## config.mk

```make
export PLATFORM = sky130hd
export DESIGN_NAME = packet_substring_search_core_flat
export DESIGN_NICKNAME = d
export VERILOG_FILES = /design/src/design/psss_pkg.sv /design/src/design/psss_if.sv /design/src/design/psss_front.sv /design/src/design/psss_fifo.sv /design/src/design/psss_back.sv /design/src/design/packet_substring_search_core.sv /design/src/flat_wrapper.sv
export SDC_FILE = /design/constraint.sdc
export NUM_CORES = 1
export LEC_CHECK = 0
export ABC_CLOCK_PERIOD_IN_PS = 7350
export BUFFER_PORTS_ARGS = -buffer_cell sky130_fd_sc_hd__buf_2
export CAP_MARGIN = 40
export CORE_UTILIZATION = 50
export CTS_BUF_LIST = sky130_fd_sc_hd__clkbuf_16
export DETAILED_ROUTE_END_ITERATION = 8
export PLACE_DENSITY = 0.63
export SYNTH_ARGS = -nofsm -noshare
export SYNTH_HDL_FRONTEND = slang
export SYNTH_SLANG_ARGS = --single-unit
```

## constraint.sdc

```tcl
create_clock -name clk -period 7.35 [get_ports clk]
set_input_delay 2.205 -clock clk [delete_from_list [all_inputs] [get_ports clk]]
set_output_delay 2.205 -clock clk [all_outputs]
set_load 0.005 [all_outputs]
```

## src/design/psss_pkg.sv

```systemverilog
// shared types and constants for the packet substring search core
package psss_pkg;

	localparam int BYTE_W     = 8;
	localparam int START_W    = 7;
	localparam int COUNT_W    = 16;
	localparam int CFG_DATA_W = 64;
	localparam int REG_IDX_W  = 2;
	localparam int LEN_CFG_W  = 5;

	typedef enum logic [REG_IDX_W-1:0] {
		REG_PATTERN_FIRST  = 2'd0,
		REG_PATTERN_LAST   = 2'd1,
		REG_PATTERN_LENGTH = 2'd2
	} reg_idx_t;

	// one classified byte handed from the front part to the back part
	typedef struct packed {
		logic               hit;
		logic [START_W-1:0] start;
		logic               last;
		logic               over;
	} item_t;

endpackage

```

## src/design/psss_if.sv

```systemverilog
// channel interfaces: packet bytes, search results, register writes
interface psss_in_if;
	logic                           valid;
	logic                           ready;
	logic [psss_pkg::BYTE_W-1:0]    data_byte;
	logic                           last_byte;

	modport source (output valid, data_byte, last_byte, input ready);
	modport sink   (input valid, data_byte, last_byte, output ready);
endinterface

interface psss_out_if;
	logic                           valid;
	logic                           ready;
	logic                           found;
	logic [psss_pkg::START_W-1:0]   match_start;
	logic [psss_pkg::COUNT_W-1:0]   matched_packets;
	logic                           too_long;

	modport source (output valid, found, match_start, matched_packets, too_long, input ready);
	modport sink   (input valid, found, match_start, matched_packets, too_long, output ready);
endinterface

interface psss_cfg_if;
	logic                              valid;
	logic                              ready;
	logic [psss_pkg::REG_IDX_W-1:0]    index;
	logic [psss_pkg::CFG_DATA_W-1:0]   wdata;

	modport source (output valid, index, wdata, input ready);
	modport sink   (input valid, index, wdata, output ready);
endinterface

```

## src/design/psss_front.sv

```systemverilog
// front part: pattern registers, byte window and per-byte window compare
module psss_front #(
	parameter int MAX_PATTERN_BYTES = 16,
	parameter int MAX_PACKET_BYTES  = 128
) (
	input  logic                clk,
	input  logic                arst_n,
	psss_in_if.sink             pkt_in,
	psss_cfg_if.sink            cfg,
	output logic                push,
	output psss_pkg::item_t     push_item,
	input  logic                push_ready
);

	localparam int WIN_DEPTH = (MAX_PATTERN_BYTES > 1) ? MAX_PATTERN_BYTES - 1 : 1;
	localparam int OFS_W     = $clog2(MAX_PACKET_BYTES + 1);
	localparam int LEN_W     = $clog2(MAX_PATTERN_BYTES + 1);
	localparam int IDX_W     = (MAX_PATTERN_BYTES > 1) ? $clog2(MAX_PATTERN_BYTES) : 1;

	logic [psss_pkg::CFG_DATA_W-1:0] pat_first_q;
	logic [psss_pkg::CFG_DATA_W-1:0] pat_last_q;
	logic [psss_pkg::LEN_CFG_W-1:0]  pat_len_q;

	logic [psss_pkg::BYTE_W-1:0]     win_q [WIN_DEPTH];
	logic [OFS_W-1:0]                offset_q;

	logic [2*psss_pkg::CFG_DATA_W-1:0] pat_all;
	logic [LEN_W-1:0]                eff_len;
	logic [psss_pkg::BYTE_W-1:0]     stream [MAX_PATTERN_BYTES];
	logic [MAX_PATTERN_BYTES-1:0]    byte_ok;
	logic                            over;
	logic                            enough;
	logic                            accept;
	logic [OFS_W:0]                  end_pos;

	assign cfg.ready    = 1'b1;
	assign pkt_in.ready = push_ready;
	assign accept       = pkt_in.valid && push_ready;
	assign pat_all      = {pat_last_q, pat_first_q};

	// zero length acts as one, lengths above the window saturate
	always_comb begin
		if (pat_len_q == '0) begin
			eff_len = LEN_W'(1);
		end else if (pat_len_q > psss_pkg::LEN_CFG_W'(MAX_PATTERN_BYTES)) begin
			eff_len = LEN_W'(MAX_PATTERN_BYTES);
		end else begin
			eff_len = LEN_W'(pat_len_q);
		end
	end

	// stream[0] is the incoming byte, stream[d] the byte d places back
	always_comb begin
		stream[0] = pkt_in.data_byte;
		for (int d = 1; d < MAX_PATTERN_BYTES; d++) begin
			stream[d] = win_q[d-1];
		end
	end

	// pattern byte i lines up with the byte eff_len-1-i places back
	always_comb begin
		logic [LEN_W-1:0] lag;
		for (int i = 0; i < MAX_PATTERN_BYTES; i++) begin
			lag = LEN_W'(eff_len - LEN_W'(i + 1));
			if (LEN_W'(i) < eff_len) begin
				byte_ok[i] = (pat_all[8*i +: 8] == stream[lag[IDX_W-1:0]]);
			end else begin
				byte_ok[i] = 1'b1;
			end
		end
	end

	assign over    = (offset_q >= OFS_W'(MAX_PACKET_BYTES));
	assign end_pos = (OFS_W+1)'(offset_q) + (OFS_W+1)'(1);
	assign enough  = (end_pos >= (OFS_W+1)'(eff_len));

	assign push                = accept;
	assign push_item.hit       = !over && enough && (&byte_ok);
	assign push_item.start     = psss_pkg::START_W'(end_pos - (OFS_W+1)'(eff_len));
	assign push_item.last      = pkt_in.last_byte;
	assign push_item.over      = over;

	always_ff @(posedge clk or negedge arst_n) begin
		if (!arst_n) begin
			pat_first_q <= '0;
			pat_last_q  <= '0;
			pat_len_q   <= psss_pkg::LEN_CFG_W'(1);
		end else if (cfg.valid) begin
			case (psss_pkg::reg_idx_t'(cfg.index))
				psss_pkg::REG_PATTERN_FIRST:  pat_first_q <= cfg.wdata;
				psss_pkg::REG_PATTERN_LAST:   pat_last_q  <= cfg.wdata;
				psss_pkg::REG_PATTERN_LENGTH:
					pat_len_q <= cfg.wdata[psss_pkg::LEN_CFG_W-1:0];
				default: ;
			endcase
		end
	end

	always_ff @(posedge clk or negedge arst_n) begin
		if (!arst_n) begin
			offset_q <= '0;
			for (int k = 0; k < WIN_DEPTH; k++) begin
				win_q[k] <= '0;
			end
		end else if (accept) begin
			if (pkt_in.last_byte) begin
				offset_q <= '0;
				for (int k = 0; k < WIN_DEPTH; k++) begin
					win_q[k] <= '0;
				end
			end else if (!over) begin
				offset_q <= OFS_W'(offset_q + OFS_W'(1));
				win_q[0] <= pkt_in.data_byte;
				for (int k = 1; k < WIN_DEPTH; k++) begin
					win_q[k] <= win_q[k-1];
				end
			end
		end
	end

	a_offset_bound: assert property (@(posedge clk) disable iff (!arst_n)
		offset_q <= OFS_W'(MAX_PACKET_BYTES))
		else $error("byte offset ran past the searchable length");

	a_last_clears: assert property (@(posedge clk) disable iff (!arst_n)
		accept && pkt_in.last_byte |=> offset_q == '0)
		else $error("offset not cleared after packet end");

endmodule

```

## src/design/psss_fifo.sv

```systemverilog
// short queue of classified bytes between front and back
module psss_fifo #(
	parameter int DEPTH = 2
) (
	input  logic                clk,
	input  logic                arst_n,
	input  logic                push,
	input  psss_pkg::item_t     push_item,
	output logic                push_ready,
	output logic                pop_valid,
	output psss_pkg::item_t     pop_item,
	input  logic                pop
);

	localparam int PTR_W = (DEPTH > 1) ? $clog2(DEPTH) : 1;
	localparam int CNT_W = $clog2(DEPTH + 1);

	psss_pkg::item_t  mem_q [DEPTH];
	logic [PTR_W-1:0] wr_ptr_q;
	logic [PTR_W-1:0] rd_ptr_q;
	logic [CNT_W-1:0] count_q;
	logic             do_push;
	logic             do_pop;

	assign push_ready = (count_q != CNT_W'(DEPTH));
	assign pop_valid  = (count_q != '0);
	assign pop_item   = mem_q[rd_ptr_q];
	assign do_push    = push && push_ready;
	assign do_pop     = pop && pop_valid;

	always_ff @(posedge clk) begin
		if (do_push) begin
			mem_q[wr_ptr_q] <= push_item;
		end
	end

	always_ff @(posedge clk or negedge arst_n) begin
		if (!arst_n) begin
			wr_ptr_q <= '0;
			rd_ptr_q <= '0;
			count_q  <= '0;
		end else begin
			if (do_push) begin
				wr_ptr_q <= (wr_ptr_q == PTR_W'(DEPTH - 1)) ? '0 : PTR_W'(wr_ptr_q + PTR_W'(1));
			end
			if (do_pop) begin
				rd_ptr_q <= (rd_ptr_q == PTR_W'(DEPTH - 1)) ? '0 : PTR_W'(rd_ptr_q + PTR_W'(1));
			end
			case ({do_push, do_pop})
				2'b10:   count_q <= CNT_W'(count_q + CNT_W'(1));
				2'b01:   count_q <= CNT_W'(count_q - CNT_W'(1));
				default: count_q <= count_q;
			endcase
		end
	end

	a_count_bound: assert property (@(posedge clk) disable iff (!arst_n)
		count_q <= CNT_W'(DEPTH))
		else $error("queue fill above its depth");

endmodule

```

## src/design/psss_back.sv

```systemverilog
// back part: first-match tracking, packet count and result register
module psss_back (
	input  logic                clk,
	input  logic                arst_n,
	input  logic                item_valid,
	input  psss_pkg::item_t     item,
	output logic                item_pop,
	psss_out_if.source          res
);

	logic                           seen_q;
	logic [psss_pkg::START_W-1:0]   first_q;
	logic [psss_pkg::COUNT_W-1:0]   count_q;
	logic                           res_valid_q;
	logic                           found_q;
	logic [psss_pkg::START_W-1:0]   start_q;
	logic                           too_long_q;

	logic                           item_ready;
	logic                           pop_last;
	logic                           found_now;
	logic [psss_pkg::START_W-1:0]   start_now;

	// only a packet end needs the result slot
	assign item_ready = !item.last || !res_valid_q || res.ready;
	assign item_pop   = item_valid && item_ready;
	assign pop_last   = item_pop && item.last;
	assign found_now  = seen_q || item.hit;
	assign start_now  = seen_q ? first_q : item.start;

	assign res.valid           = res_valid_q;
	assign res.found           = found_q;
	assign res.match_start     = start_q;
	assign res.matched_packets = count_q;
	assign res.too_long        = too_long_q;

	always_ff @(posedge clk or negedge arst_n) begin
		if (!arst_n) begin
			seen_q      <= 1'b0;
			first_q     <= '0;
			count_q     <= '0;
			res_valid_q <= 1'b0;
		end else begin
			if (res_valid_q && res.ready) begin
				res_valid_q <= 1'b0;
			end
			if (pop_last) begin
				res_valid_q <= 1'b1;
				seen_q      <= 1'b0;
				first_q     <= '0;
				if (found_now && (count_q != '1)) begin
					count_q <= psss_pkg::COUNT_W'(count_q + psss_pkg::COUNT_W'(1));
				end
			end else if (item_pop && item.hit && !seen_q) begin
				seen_q  <= 1'b1;
				first_q <= item.start;
			end
		end
	end

	always_ff @(posedge clk) begin
		if (pop_last) begin
			found_q    <= found_now;
			start_q    <= found_now ? start_now : '0;
			too_long_q <= item.over;
		end
	end

	a_end_gives_result: assert property (@(posedge clk) disable iff (!arst_n)
		pop_last |=> res_valid_q)
		else $error("packet end produced no result");

	a_count_saturates: assert property (@(posedge clk) disable iff (!arst_n)
		count_q == '1 |=> count_q == '1)
		else $error("match count wrapped");

	a_count_held_stalled: assert property (@(posedge clk) disable iff (!arst_n)
		res_valid_q && !res.ready |=> $stable(count_q))
		else $error("count changed under a stalled result");

endmodule

```

## src/design/packet_substring_search_core.sv

```systemverilog
// top level of the packet substring search core
//
// usage
//   pkt_in  : one packet byte per request, last_byte marks the final byte
//   res_out : one request per packet, issued for its last byte: found flag,
//             start offset of the first match, saturating count of matching
//             packets since reset, and too_long when the packet ran past the
//             searchable length (later bytes are not searched)
//   cfg     : register writes, index 0 pattern bytes 0-7, 1 bytes 8-15,
//             2 pattern length; always ready, write only while idle
// timing
//   one byte per cycle while the queue has room; the window compare runs in the
//   cycle a byte is taken, the last byte's item passes through the queue and then
//   sets the result register once the back is not held by a waiting result
// reset
//   pattern all zero, length one, empty window, match count zero
// backpressure
//   a stalled result holds; the front keeps taking bytes until the small
//   queue fills, non-final bytes drain even while a result waits
module packet_substring_search_core #(
	parameter int MAX_PATTERN_BYTES = 16,
	parameter int MAX_PACKET_BYTES  = 128
) (
	input  logic        clk,
	input  logic        arst_n,
	psss_in_if.sink     pkt_in,
	psss_out_if.source  res_out,
	psss_cfg_if.sink    cfg
);

	// front to queue
	logic            push;
	logic            push_ready;
	psss_pkg::item_t push_item;

	// queue to back
	logic            pop_valid;
	logic            pop;
	psss_pkg::item_t pop_item;

	// front: registers, window shift and compare, classification of each byte
	psss_front #(
		.MAX_PATTERN_BYTES (MAX_PATTERN_BYTES),
		.MAX_PACKET_BYTES  (MAX_PACKET_BYTES)
	) u_front (
		.clk        (clk),
		.arst_n     (arst_n),
		.pkt_in     (pkt_in),
		.cfg        (cfg),
		.push       (push),
		.push_item  (push_item),
		.push_ready (push_ready)
	);

	// two entries keep one byte per cycle flowing while the back pops, with a registered fill count
	psss_fifo #(
		.DEPTH (2)
	) u_fifo (
		.clk        (clk),
		.arst_n     (arst_n),
		.push       (push),
		.push_item  (push_item),
		.push_ready (push_ready),
		.pop_valid  (pop_valid),
		.pop_item   (pop_item),
		.pop        (pop)
	);

	// back: keeps the first match per packet and issues the result request
	psss_back u_back (
		.clk        (clk),
		.arst_n     (arst_n),
		.item_valid (pop_valid),
		.item       (pop_item),
		.item_pop   (pop),
		.res        (res_out)
	);

endmodule

```

## src/flat_wrapper.sv

```systemverilog
// flat-port wrapper written by rule: the top's interface ports become plain ports
module packet_substring_search_core_flat 
#(
	parameter int MAX_PATTERN_BYTES = 16,
	parameter int MAX_PACKET_BYTES  = 128
)
  (clk, arst_n, pkt_in_valid, pkt_in_data_byte, pkt_in_last_byte, pkt_in_ready, res_out_valid, res_out_found, res_out_match_start, res_out_matched_packets, res_out_too_long, res_out_ready, cfg_valid, cfg_index, cfg_wdata, cfg_ready);
  psss_in_if pkt_in_i ();
  psss_out_if res_out_i ();
  psss_cfg_if cfg_i ();
  input  logic clk;
  input  logic arst_n;
  input wire logic [$bits(pkt_in_i.valid)-1:0] pkt_in_valid;
  input wire logic [$bits(pkt_in_i.data_byte)-1:0] pkt_in_data_byte;
  input wire logic [$bits(pkt_in_i.last_byte)-1:0] pkt_in_last_byte;
  output wire logic [$bits(pkt_in_i.ready)-1:0] pkt_in_ready;
  output wire logic [$bits(res_out_i.valid)-1:0] res_out_valid;
  output wire logic [$bits(res_out_i.found)-1:0] res_out_found;
  output wire logic [$bits(res_out_i.match_start)-1:0] res_out_match_start;
  output wire logic [$bits(res_out_i.matched_packets)-1:0] res_out_matched_packets;
  output wire logic [$bits(res_out_i.too_long)-1:0] res_out_too_long;
  input wire logic [$bits(res_out_i.ready)-1:0] res_out_ready;
  input wire logic [$bits(cfg_i.valid)-1:0] cfg_valid;
  input wire logic [$bits(cfg_i.index)-1:0] cfg_index;
  input wire logic [$bits(cfg_i.wdata)-1:0] cfg_wdata;
  output wire logic [$bits(cfg_i.ready)-1:0] cfg_ready;
  assign pkt_in_i.valid = pkt_in_valid;
  assign pkt_in_i.data_byte = pkt_in_data_byte;
  assign pkt_in_i.last_byte = pkt_in_last_byte;
  assign pkt_in_ready = pkt_in_i.ready;
  assign res_out_valid = res_out_i.valid;
  assign res_out_found = res_out_i.found;
  assign res_out_match_start = res_out_i.match_start;
  assign res_out_matched_packets = res_out_i.matched_packets;
  assign res_out_too_long = res_out_i.too_long;
  assign res_out_i.ready = res_out_ready;
  assign cfg_i.valid = cfg_valid;
  assign cfg_i.index = cfg_index;
  assign cfg_i.wdata = cfg_wdata;
  assign cfg_ready = cfg_i.ready;
  packet_substring_search_core #(.MAX_PATTERN_BYTES(MAX_PATTERN_BYTES), .MAX_PACKET_BYTES(MAX_PACKET_BYTES)) u_core (.clk(clk), .arst_n(arst_n), .pkt_in(pkt_in_i), .res_out(res_out_i), .cfg(cfg_i));
endmodule
```

# Word level (Yosys, flattened, before mapping)

Memories as Yosys holds them, arrays and structs flattened.
Index checks and enable logic that the tools add are counted.

Bitwise gates (word level): 16
Multiplexer cells: 82
Eq/ne operators: 23
Order comparisons: 35
Shift-type cells: 0
Add/subtract/negate cells: 24
Multiply operators: 0
Reduce and logical (&&, ||, !) cells: 30
Div/mod/pow operators: 0

Operator list:

| kind                  | number |
|---|---|
| $bmux 8 s4            | 16 |
| $mux 8                | 34 |
| $mux 120              | 2 |
| $eq 8x8->1            | 16 |
| $ge 5x5->1 const B    | 16 |
| $not 4->5             | 16 |
| $lt 4x5->1 const A    | 8 |
| $sub 4x4->4 const B   | 8 |
| $mux 1                | 24 |
| $mux 7                | 3 |
| $lt 3x5->1 const A    | 4 |
| $add 16x1->16 const B | 1 |
| $ne 16x16->1 const B  | 1 |
| $reduce_and 16->1     | 1 |
| $sub 4x3->4 const B   | 4 |
| $logic_and 1x1->1     | 11 |
| $lt 1x5->1 const A    | 2 |
| $lt 2x5->1 const A    | 2 |
| $mux 5                | 2 |
| $reduce_and 2->1      | 5 |
| $add 8x1->9 const B   | 1 |
| $ge 9x5->1            | 1 |
| $add 8x1->8 const B   | 1 |
| $ge 8x8->1 const B    | 1 |
| other kinds (16)      | 30 |

Memories kept: 1
Latch bits: 0
Output and inout port bits: 28
Word-level logic and storage cells: 240
Input port bits: 80
Memory bits (read-only): 0
Bits in registers: 299
RAM bits: 20

Memory list:

| memory              | depth | width | read ports | clocked after Yosys merged registers in | write ports | RTL line        | RTL |
|---|---|---|---|---|---|---|---|
| u_core.u_fifo.mem_q | 2     | 10    | 1          | 0                                       | 1           | psss_fifo.sv:18 | `psss_pkg::item_t mem_q [DEPTH];` |

# Logic depth before layout (Yosys ltp)

Gate-level depths: netlist of run 1.

Depth in word-level cells: 12
Depth in mapped cells: 21
Depth with buffers taken out: 14

# Hierarchy

A second synthesis of run 1 with hierarchy kept.

Cell total of the unflattened synthesis: 1,992
Area, all modules: 20,913.8 µm²

Modules (own cells, without submodules):

| module     | area an instance (µm²) | cells each | times used |
|---|---|---|---|
| psss_front | 18,450.2               | 1,814      | 1 |
| psss_back  | 1,550.2                | 130        | 1 |
| psss_fifo  | 913.4                  | 48         | 1 |

# Worst setup path before layout of run 1

No wires, ideal clock.

Path type: reg2reg
From: register u_core.u_front.pat_len_q[4] (netlist name)
To: memory u_core.u_fifo.mem_q[0][9] (netlist name) (data pin)
Arrival time: 5,449 ps
Required time: 7,147 ps
Slack: 1,697 ps
Setup time: 203 ps
Cell stages (with the launch flop): 20
Buffers on the path: 7
Cells stage by stage: dfrtp_1 -> buf_2 -> nand2b_1 -> clkbuf_1 -> inv_2 -> buf_1 -> buf_1 -> ha_1 -> clkbuf_1 -> clkbuf_1 -> clkbuf_1 -> mux4_2 -> mux4_2 -> xor2_1 -> nor4_1 -> a32oi_1 -> nor3_1 -> o22ai_1 -> a211o_1 -> a2111oi_2

RTL lines:

| what                     | RTL line         | RTL |
|---|---|---|
| start: declaration       | psss_front.sv:22 | `logic [psss_pkg::LEN_CFG_W-1:0] pat_len_q;` |
| start signal: assignment | psss_front.sv:87 | `pat_len_q <= psss_pkg::LEN_CFG_W'(1);` |
| start signal: assignment | psss_front.sv:93 | `pat_len_q <= cfg.wdata[psss_pkg::LEN_CFG_W-1:0];` |
| end: declaration         | psss_fifo.sv:18  |  |

==> results of run 1 <==
flip-flops by register name (all words and copies together), names as in the netlist:
| signal | count |
|---|---|
| u_core.u_back.first_q | 7 |
| u_core.u_back.res.found | 1 |
| u_core.u_back.res.match_start | 7 |
| u_core.u_back.res.matched_packets | 16 |
| u_core.u_back.res.too_long | 1 |
| u_core.u_back.res.valid | 1 |
| u_core.u_back.seen_q | 1 |
| u_core.u_fifo.count_q | 2 |
| u_core.u_fifo.mem_q | 20 |
| u_core.u_fifo.rd_ptr_q | 1 |
| u_core.u_fifo.wr_ptr_q | 1 |
| u_core.u_front.offset_q | 8 |
| u_core.u_front.pat_first_q | 64 |
| u_core.u_front.pat_last_q | 64 |
| u_core.u_front.pat_len_q | 5 |
| u_core.u_front.stream | 120 |
cell families (layout without fill, tap and decap cells):
group	Yosys count	count (layout)	synth area share
compound gates	228	228	0.0890
fa+ha+maj	15	15	0.00958
simple gates	251	251	0.0599
other cells	1	1	0.000184
mux	492	492	0.343
buf+inv	136	234	0.0285
flops	319	319	0.399
xor+xnor	165	165	0.0709
layout by cell type (no fill, tap or decap), drive strengths merged, types with 3 or more instances in the layout:
master	n
xor2	67
clkbuf	41
and3	24
inv	27
mux2i	200
a21oi	15
nor4	12
edfxtp	29
nand2	104
bufinv	4
ha	14
nor2	29
a22oi	26
o21ai	13
xnor2	98
buf	143
a22o	134
clkinv	18
a31oi	18
o41ai	3
or2	3
mux4	151
nand3b	5
nand3	18
nor2b	4
nand2b	5
nor3	13
dfrtp	289
mux2	141
nand4	29
final cells by class:
type	instances	area, um2	share of cell area
sequential	319	8130	0.358
multi-input combinational	1152	11800	0.517
clock buffer	38	951	0.0418
tap	525	657	0.0289
timing repair buffer	147	921	0.0405
clock inverter	31	255	0.0112
inverter	18	68.8	0.00303
worst paths after layout:
kind	slack, ps	cells after the start	end	start
max in group asynchronous	4510	2	u_core.u_front.pat_first_q[22]$_DFFE_PN0P_	arst_n
setup reg to reg	950	13	u_core.u_fifo.mem_q[1][9]$_DFFE_PP_	u_core.u_front.pat_len_q[4]$_DFFE_PN0P_
hold / removal	480	2	u_core.u_back.first_q[4]$_DFFE_PN0P_	u_core.u_back.first_q[4]$_DFFE_PN0P_
min in group asynchronous	1570	1	u_core.u_back.res.matched_packets[0]$_DFFE_PN0P_	arst_n
hold reg to reg	480	2	u_core.u_back.first_q[4]$_DFFE_PN0P_	u_core.u_back.first_q[4]$_DFFE_PN0P_
setup / recovery	950	13	u_core.u_fifo.mem_q[1][9]$_DFFE_PP_	u_core.u_front.pat_len_q[4]$_DFFE_PN0P_
power groups by stage:
stage,sequential (uW),clock [uW],combinational [uW]
after floorplan,2350,0,1980
after global placement,2480,0,2570
after detailed placement,2490,0,2630
after CTS,2460,1890,2650
after global routing,2500,1960,2850
final,2460,1850,2660
layer usage:
metal / track usage / vias to the layer above / wire length, um
li1: - / 6347 / -
met1: 0.415 / 7628 / 25200
met2: 0.437 / 696 / 26800
met3: 0.0603 / 107 / 4850
met4: 0.120 / 0 / 2340
met5: 0 / - / 0
per-stage QoR:
stage          area (um2)  total power, uW  cells
2_1_floorplan       20400             4330   1607
3_3_place_gp        21400             5050   2152
3_5_place_dp        21500             5120   2158
4_1_cts             22700             6990   2227
5_1_grt             22700             7310   2230
6_report            22700             6970   2230
tightest hold or removal path, delay by kind of cell, from the launching register on:
family / cells / cell delay [ps]
flops: 1 / 340
simple gates: 1 / 50
compound gates: 1 / 50
==> summary.md, run 1 <==
| Metric | Value |
|---|---|
| Status | `finished, final reports clean` |
| Vias per cell | `6.63` |
| Sequential cell area fraction in the yosys report | `0.399` |
| Crit path largest cell delay | `870 ps` |
| Starting density of the core | `0.509` |
| Setup WS pre-CTS | `1030 ps` |
| P_int | `4430 uW` |
| Hold Fails Final Rpt | `0` |
| Area leader, netlist | `dfrtp_1` |
| CP Capture Type | `flop` |
| Logic pwr share | `0.381` |
| Largest cells by area after synthesis | `dfrtp_1 (35%), mux4_2 (17%), mux2i_1 (9.8%)` |
| CTS Buf Count | `38` |
| Pre-antenna DRT Iters | `5` |
| DIE WIDTH | `204 um` |
| Mapped Area | `0.0204 mm2` |
| Power Density | `307 mW/mm2` |
| Setup TNS | `0 ps` |
| Sw power | `2550 uW` |
| F_max | `0.156 GHz` |
| CTS tree | `done` |
| Slowest cell on crit path | `ha_2` |
| Share of the synthesized area in the top cell type | `0.355` |
| Worst Hold Class | `reg -> reg` |
| Largest net degree at the start of global routing | `104` |
| Row count | `73` |
| Vias | `14800` |
| Final wirelength | `59.2 mm` |
| Iteration-0 DRC Markers | `1702` |
| Htree depth | `2` |
| Hold_buf cts | `0` |
| CP Launch Type | `flop` |
| First-pass GRT wire length | `90.5 mm` |
| CP required | `7660 ps` |
| Clock sinks | `319` |
| Final ANT Viol Nets | `0` |
| All-Layer GR Usage | `0.292` |
| Critical Path Fanout Max | `28` |
| Post-Syn Area per Cell | `12.7 um2` |
| Core ar. | `0.0400 mm2` |
| # DRC | `0` |
| Filler cell count in the final layout | `3328` |
| Post-cts sizing count | `0` |
| Clock power share | `0.266` |
| Tmin final | `6400 ps` |
| Final nets | `1771` |
| Final Util | `0.568` |
| WP buf/inv | `2` |
| WHS | `479 ps` |
| Placer Congestion | `0.943` |
| Routed len/inst | `26.6 um` |
| RSZ-0062 raised after global routing | `false` |
| Setup-failing EPs final | `0` |
| Top Ports | `108` |
| Die height | `204 um` |
| Synth Instances | `1607` |
| Share of layout cells above drive strength 1 | `0.304` |
| P_leak | `0.00965 uW` |
| Root Buffer | `clkbuf_16` |
| Antenna Cells | `0` |
| Setup ws final | `949 ps` |
| Max cap viols | `0` |
| Die area | `0.0416 mm2` |
| Family with the most delay on the worst path | `simple AND/OR/NAND/NOR gates` |
| Area growth syn-to-layout | `11.6%` |
| Switching Share | `0.365` |
| Clock slew at reported path FFs | `60 ps` |
| Sequential share of power | `0.353` |
| Syn_nets | `1702` |
| Synth cell types | `57` |
| Crit path cell chain | `nand2b_4 -> clkinv_2 -> ha_2 -> buf_4 -> mux4_2 -> mux4_2 -> xor2_1 -> nor4_1 -> a32oi_1 -> nor3_1 -> o22ai_1 -> a211o_1 -> a2111oi_2` |
| Worst-Margin Slew | `1020 ps` |
| Post-CTS Setup Inserts | `0` |
| Critical path type | `reg -> reg` |
| Number of global-route vias before repair | `14300` |
| Commonest cells post-synth | `dfrtp_1 (289), mux2i_1 (200), mux4_2 (151), mux2_2 (141), a22o_1 (134)` |
| Post-synth EDFFs | `29` |
| Worst skew pair latency | `560 ps` |
| Count leader, synth | `dfrtp_1` |
| Final period util | `0.871` |
| DP HPWL | `43.8 mm` |
| CTS max path bufs | `3` |
| CP most frequent cell | `mux4_2` |
| Clock Skews | `19.6 ps` |
| Asr flop ratio synth | `0.909` |
| Gr ovfl total | `0` |
| Critical Path AT | `6710 ps` |
| Register bit total from synthesis | `319` |
| Slew headroom | `0.317` |
| PortBufs | `106` |
| Syn. warnings | `0` |
| Pins Over Slew Limit | `0` |
| Synth Flop Type | `dfrtp_1` |
| Initial antenna violation count | `0` |
| Worst vdd ir | `0.214 mV` |
(Power assumes the default switching activity.)
==> run 2, diff against run 1 <==
--- a/config.mk
+++ b/config.mk
@@ -11,7 +11,9 @@
 export CORE_UTILIZATION = 50
 export CTS_BUF_LIST = sky130_fd_sc_hd__clkbuf_16
 export DETAILED_ROUTE_END_ITERATION = 8
+export MAX_ROUTING_LAYER = met4
 export PLACE_DENSITY = 0.63
+export SETUP_SLACK_MARGIN = 0.1
 export SYNTH_ARGS = -nofsm -noshare
 export SYNTH_HDL_FRONTEND = slang
 export SYNTH_SLANG_ARGS = --single-unit
==> summary.md, run 2 (synthesis results as in run 1) <==
| Metric | Value |
|---|---|
| Vias per cell | `6.60 (was 6.63)` |
| Critical path type | `reg -> reg (unchanged)` |
| Critical Path Fanout Max | `28 (unchanged)` |
| Gr ovfl total | `0 (unchanged)` |
| Antenna Cells | `0 (unchanged)` |
| Largest net degree at the start of global routing | `128 (was 104)` |
| Setup TNS | `0 ps (unchanged)` |
| Power Density | `309 mW/mm2 (was 307 mW/mm2)` |
| Worst vdd ir | `0.183 mV (was 0.214 mV)` |
| Final wirelength | `59.2 mm (about the same)` |
| Clock sinks | `319 (unchanged)` |
| Status | `finished, final reports clean (unchanged)` |
| Max cap viols | `0 (unchanged)` |
| Worst Hold Class | `reg -> reg (unchanged)` |
| Row count | `73 (unchanged)` |
| Pins Over Slew Limit | `0 (unchanged)` |
| Htree depth | `2 (unchanged)` |
| Tmin final | `6260 ps (was 6400 ps)` |
| F_max | `0.160 GHz (was 0.156 GHz)` |
| Clock Skews | `22.4 ps (was 19.6 ps)` |
| Worst-Margin Slew | `1050 ps (was 1020 ps)` |
| P_leak | `0.00964 uW (was 0.00965 uW)` |
| Post-CTS Setup Inserts | `0 (unchanged)` |
| DIE WIDTH | `204 um (unchanged)` |
| Share of layout cells above drive strength 1 | `0.303 (was 0.304)` |
| Initial antenna violation count | `0 (unchanged)` |
| Final instance area | `0.0228 mm2 (was 0.0227 mm2)` |
| Core ar. | `0.0400 mm2 (unchanged)` |
| Most frequent cells in the layout | `dfrtp_1 (289), mux2i_1 (200), mux4_2 (151) (unchanged)` |
| Slew headroom | `0.300 (was 0.317)` |
| PortBufs | `106 (unchanged)` |
| Placer Congestion | `0.927 (was 0.943)` |
| First-pass GRT wire length | `90.7 mm (was 90.5 mm)` |
| CTS tree | `done (unchanged)` |
| CTS Buf Count | `38 (unchanged)` |
| Die height | `204 um (unchanged)` |
| CP Launch Type | `flop (unchanged)` |
| Most common cell after layout, fill and taps aside | `dfrtp_1 (unchanged)` |
| Final ANT Viol Nets | `0 (unchanged)` |
| CP Capture Type | `flop (unchanged)` |
| R2R Setup Slk | `1090 ps (was 950 ps)` |
| Iteration-0 DRC Markers | `1535 (was 1702)` |
| CTS max path bufs | `3 (unchanged)` |
| Starting density of the core | `0.509 (unchanged)` |
| Die area | `0.0416 mm2 (unchanged)` |
| Vias | `14700 (was 14800)` |
| DP HPWL | `43.1 mm (was 43.8 mm)` |
| Hold_buf cts | `0 (unchanged)` |
| Area growth syn-to-layout | `11.7% (was 11.6%)` |
| Top Ports | `108 (unchanged)` |
| Final period util | `0.851 (was 0.871)` |
| CP required | `7660 ps (about the same)` |
| Clock slew at reported path FFs | `60 ps (about the same)` |
| Flip-flop count of the largest register after layout | `120 (unchanged)` |
| Pre-antenna DRT Iters | `6 (was 5)` |
| Hold Fails Final Rpt | `0 (unchanged)` |
| RSZ-0062 raised after global routing | `false (unchanged)` |
| Critical Path AT | `6570 ps (was 6710 ps)` |
| Area after DPL | `0.0215 mm2 (about the same)` |
| Final total power | `7030 uW (was 6970 uW)` |
| Routed len/inst | `26.6 um (about the same)` |
| Worst skew pair latency | `580 ps (was 560 ps)` |
| Root Buffer | `clkbuf_16 (unchanged)` |
| Final nets | `1766 (was 1771)` |
| # DRC | `0 (unchanged)` |
| Post-cts sizing count | `0 (unchanged)` |
| All-Layer GR Usage | `0.300 (was 0.292)` |
| Setup-failing EPs final | `0 (unchanged)` |
| Number of global-route vias before repair | `14300 (about the same)` |
## run 2: cell count changes in the layout (fill, tap and decap cells not counted)
| cell | change |
|---|---|
| clkinvlp_4 | +1 |
| buf_12 | +1 |
| buf_16 | +1 |
| clkinv_4 | +1 |
| buf_4 | -4 |
| clkinv_1 | -2 |
| buf_6 | +1 |
| clkdlybuf4s15_2 | -1 |
| bufinv_16 | +1 |
| clkbuf_4 | -3 |
| clkinv_2 | -2 |
## run 2: metrics by stage
step	hold WS (ps)	util	worst slack, ps	std cells
6_report	476	0.569	1090	2224
3_5_place_dp	465	0.538	1180	2156
3_3_place_gp	458	0.535	1250	2149
5_1_grt	505	0.569	722	2224
2_1_floorplan	443	-	1700	1607
4_1_cts	479	0.569	1160	2224
## run 2: worst paths after layout
path,start,end,cells after the start
worst min register to register,u_core.u_back.first_q[5]$_DFFE_PN0P_,u_core.u_back.first_q[5]$_DFFE_PN0P_,2
worst min-delay path,u_core.u_back.first_q[5]$_DFFE_PN0P_,u_core.u_back.first_q[5]$_DFFE_PN0P_,2
max in group asynchronous,arst_n,u_core.u_front.pat_first_q[15]$_DFFE_PN0P_,2
min in group asynchronous,arst_n,u_core.u_back.res.matched_packets[3]$_DFFE_PN0P_,1
worst max-delay path,u_core.u_front.pat_len_q[4]$_DFFE_PN0P_,u_core.u_fifo.mem_q[0][9]$_DFFE_PP_,13
worst max register to register,u_core.u_front.pat_len_q[4]$_DFFE_PN0P_,u_core.u_fifo.mem_q[0][9]$_DFFE_PP_,13
## run 2: final cells by class
type	instances	area, um2
fillers	3303	17200
multi-input cells	1152	11800
flip-flops and latches	319	8130
clock buffers	38	951
repair buffers	142	916
well taps	525	657
clock inverters	30	284
inverters	18	68.8
## run 2: power breakdown
part | switching [uW] | internal [uW]
combinational | 1460 | 1210
clock | 778 | 1120
sequential | 327 | 2130
total | 2560 | 4460
## run 2: layer usage
metal	track usage	up-vias	routed length (um)
li1	-	6329	-
met1	0.416	7664	25700
met2	0.451	584	27500
met3	0.0464	91	4200
met4	0.101	0	1910
met5	-	-	0
## run 2: worst max-delay path, stage by stage (launching register included)
cell       delay (ps)
dfrtp_1           760
nand2b_4          590
clkinv_2          560
ha_2              820
buf_4             330
mux4_2            560
mux4_2            530
xor2_1            160
nor4_1            350
a32oi_1            90
nor3_1            300
o22ai_1           130
a211o_1           320
a2111oi_2         490
